`config.mk`:
```
export PLATFORM = sky130hd
export DESIGN_NAME = row_gap_fill
export DESIGN_NICKNAME = d
export VERILOG_FILES = /design/src/rtl/rgf_pkg.sv /design/src/rtl/rgf_core.sv /design/src/rtl/row_gap_fill.sv
export SDC_FILE = /design/constraint.sdc
export NUM_CORES = 1
export LEC_CHECK = 0
export ABC_AREA = 1
export BUFFER_PORTS_ARGS = -buffer_cell sky130_fd_sc_hd__buf_2
export CORE_ASPECT_RATIO = 0.5
export CORE_UTILIZATION = 46
export CTS_CLUSTER_DIAMETER = 150
export DETAILED_ROUTE_END_ITERATION = 6
export MAX_ROUTING_LAYER = met4
export SETUP_SLACK_MARGIN = 0.15
export SLEW_MARGIN = 40
export SYNTH_ARGS = -nofsm -noshare
export SYNTH_HDL_FRONTEND = slang
export SYNTH_SLANG_ARGS = --single-unit
```
`constraint.sdc`:
```
create_clock -name clk -period 14.3 [get_ports clk]
set_clock_uncertainty 0.2 [all_clocks]
set_input_delay 0.715 -clock clk [delete_from_list [all_inputs] [get_ports clk]]
set_output_delay 0.715 -clock clk [all_outputs]
set_load 0.01 [all_outputs]
```
`src/rtl/rgf_pkg.sv`:
```
// row gap fill package: widths, constants and the result item type
// shared by the core, the top level and the port checker; no dependencies
package rgf_pkg;

  // row bound and compared sample width
  localparam int ROW_MAX     = 4096;
  localparam int SAMPLE_BITS = 16;

  // port field widths
  localparam int VALUE_W = 16;
  localparam int LEN_W   = 13;

  // internal counter width, wide enough to hold ROW_MAX itself
  localparam int RUN_W = $clog2(ROW_MAX + 1);

  localparam logic [RUN_W-1:0] RUN_MAX = RUN_W'(ROW_MAX);

  // low SAMPLE_BITS bits of a sample take part in the compare
  localparam logic [VALUE_W-1:0] SAMPLE_MASK =
    (SAMPLE_BITS >= VALUE_W) ? {VALUE_W{1'b1}} : VALUE_W'((64'd1 << SAMPLE_BITS) - 64'd1);

  // number of results one sample can cause
  localparam logic [1:0] N_NONE = 2'd0;
  localparam logic [1:0] N_ONE  = 2'd1;
  localparam logic [1:0] N_TWO  = 2'd2;

  // one run-length result item
  typedef struct packed {
    logic [VALUE_W-1:0] value;
    logic [LEN_W-1:0]   length;
    logic               last;
    logic [LEN_W-1:0]   fill_count;
  } result_t;

  // results caused by the sample held at the core input
  typedef struct packed {
    logic [1:0] count;
    result_t    first;
    result_t    second;
  } result_pair_t;

endpackage

```
`src/rtl/rgf_core.sv`:
```
// row gap fill core: row state and the per-sample run decision
// depends on rgf_pkg
module rgf_core (
  input  logic                        clk,
  input  logic                        rst,
  input  logic [rgf_pkg::VALUE_W-1:0] sample,
  input  logic                        last_in_row,
  input  logic [rgf_pkg::LEN_W-1:0]   max_gap,
  input  logic                        fire,
  output rgf_pkg::result_pair_t       results
);
  import rgf_pkg::*;

  // row state
  logic [VALUE_W-1:0] bound_value;
  logic               seen_nonzero;
  logic [RUN_W-1:0]   zero_run;
  logic [RUN_W-1:0]   filled_so_far;

  logic [VALUE_W-1:0] s;
  logic               is_zero;
  logic               fill_ok;
  logic [RUN_W-1:0]   zero_run_inc;
  logic [RUN_W:0]     fill_sum;
  logic [RUN_W-1:0]   fill_sat;
  logic [RUN_W-1:0]   filled_next;
  logic [VALUE_W-1:0] gap_value;

  // sample decode and gap decision
  always_comb begin
    s            = sample & SAMPLE_MASK;
    is_zero      = (s == '0);
    zero_run_inc = (zero_run < RUN_MAX) ? zero_run + RUN_W'(1) : zero_run;
    fill_ok      = seen_nonzero && (s == bound_value)
                   && ({{(RUN_W+LEN_W){1'b0}}, zero_run} <= {{(RUN_W+LEN_W){1'b0}}, max_gap});
    fill_sum     = {1'b0, filled_so_far} + {1'b0, zero_run};
    fill_sat     = (fill_sum > {1'b0, RUN_MAX}) ? RUN_MAX : fill_sum[RUN_W-1:0];
    filled_next  = fill_ok ? fill_sat : filled_so_far;
    gap_value    = fill_ok ? bound_value : '0;
  end

  // result items for the held sample
  always_comb begin
    results = '0;
    if (is_zero) begin
      results.count            = last_in_row ? N_ONE : N_NONE;
      results.first.value      = '0;
      results.first.length     = LEN_W'(zero_run_inc);
      results.first.last       = last_in_row;
      results.first.fill_count = last_in_row ? LEN_W'(filled_so_far) : '0;
    end else if (zero_run != '0) begin
      results.count             = N_TWO;
      results.first.value       = gap_value;
      results.first.length      = LEN_W'(zero_run);
      results.second.value      = s;
      results.second.length     = LEN_W'(1);
      results.second.last       = last_in_row;
      results.second.fill_count = last_in_row ? LEN_W'(filled_next) : '0;
    end else begin
      results.count            = N_ONE;
      results.first.value      = s;
      results.first.length     = LEN_W'(1);
      results.first.last       = last_in_row;
      results.first.fill_count = last_in_row ? LEN_W'(filled_so_far) : '0;
    end
  end

  // state update when the sample is taken; end of row clears the row
  always_ff @(posedge clk) begin
    if (rst) begin
      bound_value   <= '0;
      seen_nonzero  <= 1'b0;
      zero_run      <= '0;
      filled_so_far <= '0;
    end else if (fire) begin
      if (last_in_row) begin
        bound_value   <= '0;
        seen_nonzero  <= 1'b0;
        zero_run      <= '0;
        filled_so_far <= '0;
      end else if (is_zero) begin
        zero_run <= zero_run_inc;
      end else begin
        bound_value   <= s;
        seen_nonzero  <= 1'b1;
        zero_run      <= '0;
        filled_so_far <= filled_next;
      end
    end
  end

endmodule

```
`src/rtl/row_gap_fill.sv`:
```
// row gap fill top level: input register, core and two-slot result queue
// depends on rgf_pkg and rgf_core
//
// usage
//   input channel in_valid/in_ready carries sample and last_in_row, one row
//   in order with last_in_row on its final sample
//   output channel out_valid/out_ready carries run-length items run_value,
//   run_length, last_of_row and row_fill_count; the final item of a row has
//   last_of_row set and the row's filled sample count
//   configuration channel cfg_valid/cfg_ready writes max_gap from cfg_data;
//   cfg_ready is always high, write only while the block is idle
// a sample waits in the input register; its results then enter the result queue
// throughput: one sample per cycle while the receiver takes every result; a
//   sample that ends a zero run gives two results, and as the result queue
//   drains one item per cycle, such a sample holds the input back until it empties
// zero samples inside a row give no result until their run is closed
// reset: rst clears the row state, empties the input register and the result
//   queue and sets max_gap to 1
// receiver stall: results wait in the two-slot queue, then the input register
//   fills and in_ready drops
module row_gap_fill (
  input  logic                        clk,
  input  logic                        rst,
  input  logic                        in_valid,
  output logic                        in_ready,
  input  logic [rgf_pkg::VALUE_W-1:0] sample,
  input  logic                        last_in_row,
  output logic                        out_valid,
  input  logic                        out_ready,
  output logic [rgf_pkg::VALUE_W-1:0] run_value,
  output logic [rgf_pkg::LEN_W-1:0]   run_length,
  output logic                        last_of_row,
  output logic [rgf_pkg::LEN_W-1:0]   row_fill_count,
  input  logic                        cfg_valid,
  output logic                        cfg_ready,
  input  logic [rgf_pkg::LEN_W-1:0]   cfg_data
);
  import rgf_pkg::*;

  logic [LEN_W-1:0]   max_gap;
  logic               in_full;
  logic [VALUE_W-1:0] sample_r;
  logic               last_r;
  result_t            slot0;
  result_t            slot1;
  logic [1:0]         slot_cnt;
  logic [1:0]         slot_cnt_next;
  result_t            slot0_next;
  result_t            slot1_next;
  result_pair_t       results;
  logic               pop;
  logic               fire;
  logic [1:0]         cnt_keep;
  logic [2:0]         cnt_need;

  // configuration register
  assign cfg_ready = 1'b1;

  always_ff @(posedge clk) begin
    if (rst) begin
      max_gap <= LEN_W'(1);
    end else if (cfg_valid && cfg_ready) begin
      max_gap <= cfg_data;
    end
  end

  // handshake control
  always_comb begin
    pop      = out_valid && out_ready;
    cnt_keep = slot_cnt - {1'b0, pop};
    cnt_need = {1'b0, cnt_keep} + {1'b0, results.count};
    fire     = in_full && (cnt_need <= 3'd2);
    in_ready = !in_full || fire;
  end

  // input register
  always_ff @(posedge clk) begin
    if (rst) begin
      in_full <= 1'b0;
    end else if (in_ready) begin
      in_full <= in_valid;
    end
  end

  always_ff @(posedge clk) begin
    if (in_valid && in_ready) begin
      sample_r <= sample;
      last_r   <= last_in_row;
    end
  end

  rgf_core u_core (
    .clk        (clk),
    .rst        (rst),
    .sample     (sample_r),
    .last_in_row(last_r),
    .max_gap    (max_gap),
    .fire       (fire),
    .results    (results)
  );

  // result queue: shift on transaction, append new results behind kept ones
  always_comb begin
    slot0_next    = pop ? slot1 : slot0;
    slot1_next    = slot1;
    slot_cnt_next = cnt_keep;
    if (fire) begin
      slot_cnt_next = cnt_need[1:0];
      if (cnt_keep == 2'd0) begin
        slot0_next = results.first;
        slot1_next = results.second;
      end else if (cnt_keep == 2'd1) begin
        slot1_next = results.first;
      end
    end
  end

  always_ff @(posedge clk) begin
    if (rst) begin
      slot_cnt <= 2'd0;
    end else begin
      slot_cnt <= slot_cnt_next;
    end
  end

  always_ff @(posedge clk) begin
    slot0 <= slot0_next;
    slot1 <= slot1_next;
  end

  // output ports
  assign out_valid      = (slot_cnt != 2'd0);
  assign run_value      = slot0.value;
  assign run_length     = slot0.length;
  assign last_of_row    = slot0.last;
  assign row_fill_count = slot0.fill_count;

endmodule

```
Yosys cells after proc, flatten, opt, wreduce, memory -nomap -nowiden
Cells that the tools add are included.

word-level totals
  register bits after elaboration = 162
  output and inout port bits = 46
  input bits = 35

cells by class
  order comparisons = 4
  multiplexer cells = 26
  equality and inequality tests = 3
  add/subtract/negate cells = 4
  reduce and logical (&&, ||, !) cells = 14

operators with widths
  kind                                                                     count
  43-bit 2-to-1 mux                                                        7
  13-bit 2-to-1 mux                                                        9
  16-bit 2-to-1 mux                                                        3
  45-bit 2-to-1 mux                                                        1
  31-bit 2-to-1 mux                                                        1
  16-bit equality test                                                     1
  16-bit logical NOT                                                       1
  13-bit by 13-bit adder with 14-bit output                                1
  14-bit by 13-bit > comparator with 1-bit output (second input constant)  1
  14-bit 2-to-1 mux                                                        1
  13-bit by 1-bit adder with 13-bit output (second input constant)         1
  13-bit <= comparator                                                     1
  13-bit < comparator (second input constant)                              1
  13-bit nonzero test                                                      1
  1-bit logical AND                                                        5
  2-bit AND reduction                                                      2
  2-bit nonzero test                                                       2
  2-bit by 2-bit adder with 3-bit output                                   1
  3-bit by 2-bit <= comparator with 1-bit output (second input constant)   1
  1-bit 2-to-1 mux                                                         3
  2-bit by 1-bit equality test with 1-bit output (second input constant)   1
  2-bit logical NOT                                                        1
  2-bit 2-to-1 mux                                                         1
  2-bit inequality test (second input constant)                            1
  other kinds (3)                                                          3

Logic depth before layout (Yosys ltp)
Gate-level depths: netlist (run 1).

  depth in word-level cells = 11
  mapped depth = 22

Cells and area by module
A second synthesis (run 1) with hierarchy kept.

second synthesis, totals
  cell total of the unflattened synthesis = 1,330
  area total of the unflattened synthesis = 9,401.5 um^2

by module, submodules not included
  module        instances  sequential area each (um^2)  cells each  area an instance (um^2)
  row_gap_fill  1          2,982.9                      617         5,103.6
  rgf_core      1          860.8                        713         4,297.9

Worst setup path after synthesis (run 1)
No wires, ideal clock.

  kind = input port to flip-flop
  from = input out_ready
  to = register slot0, in the netlist run_value[11]
  data arrival time = 4,942 ps
  cell stages on the path = 17
  buffers on the path = 2
  library setup time = 79 ps
  path slack = 9,078 ps
  cells stage by stage = nand2_1 > clkinv_1 > clkbuf_1 > ha_1 > inv_1 > ha_1 > fa_1 > a21oi_1 > inv_1 > nor2_1 > inv_2 > nor2_2 > nand2_1 > inv_2 > buf_2 > a21oi_1 > a22oi_1

RTL lines
  element               RTL line             text
  start, declared       row_gap_fill.sv:29   input logic out_ready,
  end signal, assigned  row_gap_fill.sv:127  slot0 <= slot0_next;
  end, declared         row_gap_fill.sv:44   result_t slot0;

==> results.yml, run 1 <==
global_routing:
  grt_use_met1: 0.327
  grt_pass1_vias: 6983
  grt_util_met3: 0.0400
  grt_start_max_net_pins: 56
  grtUsageMet2: 0.394
  grt_usage: 0.248
  grt.overflow.total: 0
  antenna_found_initial: 0
  top_usage_layer: "met2"
  grt_pass1_wl_um: 36700
logic_synthesis:
  synth_top_area_frac: 0.232
  syn_area_per_cell_um2: 7.78
  synth_top_area_cell: "dfxtp_1"
  yosys_warnings: 0
  postSynthCellCount: 1131
  postSynth.asyncResetShare: 0
  synth_top_cells_by_area: "dfxtp_1 (23%), edfxtp_1 (20%), nand2_1 (13%), a21oi_1 (5.4%), inv_1 (4.9%)"
  synthFlopType: "dfxtp_1"
  ys_types: 50
  synth_area_um2: 8800
  yosysSeqAreaShare: 0.437
  synth_seq_cells: 162
  synth_fp_nets: 1198
  synth-edff-count: 60
sta:
  hold_violations: 0
  rsz0062_at_grt: "false"
  period_minus_slack_ns: 5.49
  finalSetupViolCount: 0
  slew_headroom: 0.502
  worst-slew-pin-transition_ns: 0.746
  fmax_ghz: 0.182
  drv_slew: 0
  fin_crit_sh: 0.384
  fin_tns_setup_ns: 0
route:
  via_count: 7638
  drc: 0
  ant_nets: 0
  avgViaCountPerCell: 5.24
  routedWlPerCell_um: 15.5
  totalWireLength_um: 22700
  drt_iter0_drc: 556
  dr.pass1.iters: 5
outcome:
  outcome: "complete, no violations"
die:
  die_area_um2: 19700
  initial_core_util: 0.474
  rows: 35
  core_area_um2: 18600
  die_w_um: 198
  ios: 81
  die_height_um: 99.8
power_and_ir_drop:
  peakVddDrop_uv: 123
  power.density_nw_per_um2: 176
  leakagePower_nw: 4.20
  switching_share: 0.380
  intPower_mw: 1.08
  seq_power_share: 0.398
  power.share.clock: 0.257
  combPwrFrac: 0.345
  netSwitchingPower_uw: 662
final_layout:
  layout_commonest_cell: "nand2_1"
  layout_common_cells: "nand2_1 (298), inv_1 (114), dfxtp_1 (102), a21oi_1 (95), buf_2 (78)"
  regArea_um2: 3840
  multi_input_area_um2: 4230
  nFillCells: 1813
  diodes: 0
  nets: 1253
  syn_to_final_growth_pct: 12.6
  drive_above_1_share: 0.175
  final_cell_area_um2: 9910
clocking:
  clkLatencyLatePin_ns: 0.43
  numCtsBuffers: 17
  h-tree-depth: 4
  cts.sinks: 162
  cts_tree: "yes"
  cts_hold_buf: 0
  cts.repair.resized: 0
  clk_path_buf_depth: 2
  clockRootBuffer: "clkbuf_16"
  clk_pin_slew_ns: 0.07
  postCtsSetupBuffers: 0
place:
  port-buffer-count: 79
  dpl_cell_area_um2: 9330
  dp_hpwl_um: 16500
  gp_congestion: 0.929
worst_setup_path:
  path_max_fanout: 55
  critPathLaunchType: "flop"
  endpoint_kind: "flop"
  critPathKind: "reg -> reg"
  required_ns: 14.44
  arrival_ns: 5.62
worst_hold_path:
  min_path_type: "in -> reg"
run:
  drv_cap: 0
power by group through the flow:
stage	registers, mW	logic (mW)	clock network (mW)
3_5_place_dp	0.703	0.599	0
4_1_cts	0.694	0.603	0.454
5_1_grt	0.707	0.680	0.473
2_1_floorplan	0.716	0.397	0
6_report	0.693	0.600	0.448
3_3_place_gp	0.703	0.584	0
synthesized netlist by cell type, types with 20 or more instances:
cell        n
nand3_2    21
clkbuf_1   29
a21oi_1    95
inv_1     114
dfxtp_1   102
nand2_1   298
nand4_1    20
ha_1       30
o21ai_0    57
edfxtp_1   60
nand3_1    45
nor2_1     69
path summary, 6_finish.rpt:
path,slack (ns),startpoint,cells past startpoint,end
worst max-delay path,8.81,u_core.zero_run[1],21,run_value[0]
worst min-delay path,0.26,sample[9],1,sample_r[9]
worst max register to register,8.81,u_core.zero_run[1],21,run_value[0]
worst min register to register,0.27,max_gap[5],2,max_gap[5]
flip-flops by register name (all words and copies together) (netlist names):
name / cells
slot_cnt: 2
row_fill_count: 13
u_core.seen_nonzero: 1
run_value: 16
last_of_row: 1
u_core.zero_run: 13
in_full: 1
slot1: 43
max_gap: 13
u_core.filled_so_far: 13
sample_r: 16
run_length: 13
last_r: 1
u_core.bound_value: 16
routing by layer:
layer	vias to the layer above	share of wire
met1	3542	0.49
met5	-	0
met3	32	0.041
met2	170	0.46
li1	3894	-
met4	0	0.018
critical path: stages, from the launching register on:
cell     delay, ns
dfxtp_1       0.44
inv_1         0.17
ha_1          0.15
inv_1         0.04
nor4_1        0.20
nand4_2       0.56
nand2_2       0.43
o21ai_0       0.14
inv_1         0.07
ha_1          0.15
fa_1          0.43
a21oi_1       0.18
inv_1         0.05
nor2_1        0.16
inv_2         0.21
nor2_4        0.12
buf_4         0.50
nand2_1       0.09
buf_4         0.31
inv_2         0.44
a21oi_1       0.10
a22oi_1       0.23
area by class of cell:
cell class / count / area share
tap: 259 / 0.0327
clock buffer: 20 / 0.0482
inverter: 125 / 0.0478
clock inverter: 12 / 0.00997
timing repair buffer: 88 / 0.0470
multi-input combinational: 792 / 0.426
sequential: 162 / 0.388
kinds of logic (layout without fill, tap and decap cells):
| kind of cell | after synthesis | count (layout) | synth area share |
|---|---|---|---|
| AOI/OAI and AO/OA | 240 | 240 | 0.156 |
| other | 1 | 1 | 0.000426 |
| DFF | 162 | 162 | 0.437 |
| xor gates and xnor gates | 8 | 8 | 0.00882 |
| buffers and inverters | 177 | 245 | 0.0843 |
| and+or+nand+nor | 511 | 511 | 0.267 |
| adders and majority gates | 32 | 32 | 0.0472 |
stage by stage:
step	hold slack [ns]	std cells	util	total power, mW	worst slack (ns)
after CTS	0.248	1458	0.534	1.75	8.79
after global placement	0.252	1426	0.502	1.29	8.92
after detailed placement	0.262	1426	0.503	1.30	8.81
after floorplan	0.235	1131	-	1.11	9.08
final	0.262	1458	0.534	1.74	8.81
after global routing	0.244	1458	0.534	1.86	8.28
No activity file was read; power rests on OpenSTA's default activity.
==> inputs of run 2 (changes only) <==
--- a/config.mk
+++ b/config.mk
@@ -12,6 +12,7 @@
 export CTS_CLUSTER_DIAMETER = 150
 export DETAILED_ROUTE_END_ITERATION = 6
 export MAX_ROUTING_LAYER = met4
+export PLACE_DENSITY = 0.67
 export SETUP_SLACK_MARGIN = 0.15
 export SLEW_MARGIN = 40
 export SYNTH_ARGS = -nofsm -noshare
==> constraint.sdc (replaced) <==
create_clock -name clk -period 4.6 [get_ports clk]
set_clock_uncertainty 0.2 [all_clocks]
set_input_delay 0.23 -clock clk [delete_from_list [all_inputs] [get_ports clk]]
set_output_delay 0.23 -clock clk [all_outputs]
set_load 0.01 [all_outputs]
==> run 2 against run 1 <==
Sequential share of layout area shrank 1.4 points. Flip-flop and latch count is the same. Power grew to 3.2 times the previous value. Sequential power grew to 3.1 times the previous value. Cell area grew 3.9%. Largest power group unchanged. Count of clock-buffer cells in the layout grew 4. First-iteration DRC count grew 8.8%. Fmax grew 32%. Cell count grew 2.4%. Combinational power grew to 3.3 times the previous value. Critical path type unchanged. Routed wire length grew 3.5%.
==> results.yml, run 2 (synthesis gave the netlist of run 1 again) <==
route:
  avgViaCountPerCell: 5.30
  ant_nets: 0
  totalWireLength_um: 23400
  dr.pass1.iters: 6
  drt_iter0_drc: 605
  via_count: 7919
  drc: 0
  routedWlPerCell_um: 15.7
final_layout:
  syn_to_final_growth_pct: 17.0
  nFillCells: 1732
  drive_above_1_share: 0.169
  final_cell_area_um2: 10300
  final_util: 0.554
  layout_common_cells: "nand2_1 (297), inv_1 (114), dfxtp_1 (102), a21oi_1 (95), buf_2 (78)"
  finalNonFillerCells: 1493
  diodes: 0
  regMostFlops: "slot1"
  largest_register_ffs: 43
  layout_commonest_cell: "nand2_1"
  nets: 1289
global_routing:
  grt.overflow.total: 0
  antenna_found_initial: 0
  grt_usage: 0.252
  grt_pass1_wl_um: 37600
  grt_pass1_vias: 7441
  grt_start_max_net_pins: 55
worst_setup_path:
  critPathLaunchType: "flop"
  slowest_stage: "edfxtp_1"
  path_cells: "inv_1 -> nand4_1 -> nor2_1 -> nand2_1 -> nand2_2 -> o21ai_0 -> inv_1 -> ha_1 -> fa_1 -> a21oi_1 -> inv_1 -> nor2_1 -> inv_2 -> nor2_4 -> inv_2 -> nor2_2 -> buf_4 -> nand3_1 -> a21oi_1"
  path_max_fanout: 19
  path_common_cell: "inv_1"
  crit_family: "simple AND/OR/NAND/NOR gates"
  required_ns: 4.76
  endpoint_kind: "flop"
  crit_path_max_incr_delay_ns: 0.48
  arrival_ns: 4.30
  worst-path-buf-inv: 6
  critPathKind: "reg -> reg"
  rrSetupSlack_ns: 0.46
power_and_ir_drop:
  leakagePower_nw: 4.38
  power_mw: 5.56
  peakVddDrop_uv: 378
  power.density_nw_per_um2: 541
die:
  die_w_um: 198
  ios: 81
  die_height_um: 99.8
  rows: 35
  die_area_um2: 19700
  core_area_um2: 18600
  initial_core_util: 0.474
place:
  dpl_cell_area_um2: 9370
  gp_congestion: 0.881
  dp_hpwl_um: 16600
  port-buffer-count: 79
  dp_cells: 1430
run:
  drv_cap: 0
sta:
  slew_headroom: 0.575
  period_minus_slack_ns: 4.14
  hold_violations: 0
  fin_tns_setup_ns: 0
  drv_slew: 0
  fmax_ghz: 0.241
  worst-slew-pin-transition_ns: 0.638
  finalSetupViolCount: 0
  fin_crit_sh: 0.901
  rsz0062_at_grt: "false"
clocking:
  clk_path_buf_depth: 2
  cts_tree: "yes"
  clk_pin_slew_ns: 0.06
  clockRootBuffer: "clkbuf_16"
  clkLatencyLatePin_ns: 0.43
  cts.sinks: 162
  numCtsBuffers: 17
  cts.repair.resized: 0
  h-tree-depth: 4
worst_hold_path:
  min_path_type: "in -> reg"
outcome:
  outcome: "complete, no violations"
==> run 2: cell count changes in the layout (fill, tap and decap cells not counted), sizes merged <==
cell / delta
clkbuf: +4
bufinv: +2
dlygate4sd3: +32
clkinvlp: -3
inv: -2
clkinv: -2
buf: +4
==> run 2: area by class of cell <==
type	count	area (um^2)	area share
clock buffers	24	504	0.0490
repair buffers	124	816	0.0793
well taps	259	324	0.0315
inverters	125	474	0.0461
flip-flops and latches	162	3840	0.373
clock inverters	7	97.6	0.00948
multi-input cells	792	4230	0.411
==> run 2: where the power goes <==
part / switching [mW] / leakage [nW] / internal (mW) / total [mW]
clock network: 0.592 / 0.289 / 0.879 / 1.47
logic: 1.29 / 2.68 / 0.659 / 1.95
registers: 0.180 / 1.41 / 1.96 / 2.14
total: 2.06 / 4.38 / 3.50 / 5.56
==> run 2: path summary, 6_finish.rpt <==
kind | from | to | cells after the start
max | sample_r[9] | u_core.filled_so_far[0] | 19
min | rst | u_core.seen_nonzero | 2
max reg2reg | sample_r[9] | u_core.filled_so_far[0] | 19
min reg2reg | max_gap[1] | max_gap[1] | 2
==> run 2: per-layer routing <==
metal / GRT usage / routed length [um] / vias up
li1: - / - / 3964
met1: 0.317 / 10900 / 3720
met2: 0.425 / 11200 / 207
met3: 0.0393 / 1030 / 28
met4: 0.0650 / 312 / 0
met5: - / 0 / -
==> run 2: what timing repair did <==
item | CTS | global route
hold endpoints to repair | 31 | 0
buffers inserted | 0 | 0
hold buffers | 32 | 0
==> run 2: metrics by stage <==
step | worst slack (ns) | hold WS [ns]
3_3_place_gp | 0.624 | 0.207
5_1_grt | 0.161 | 0.125
4_1_cts | 0.481 | 0.0770
3_5_place_dp | 0.492 | 0.208
2_1_floorplan | 0.179 | 0.129
6_report | 0.456 | 0.0692
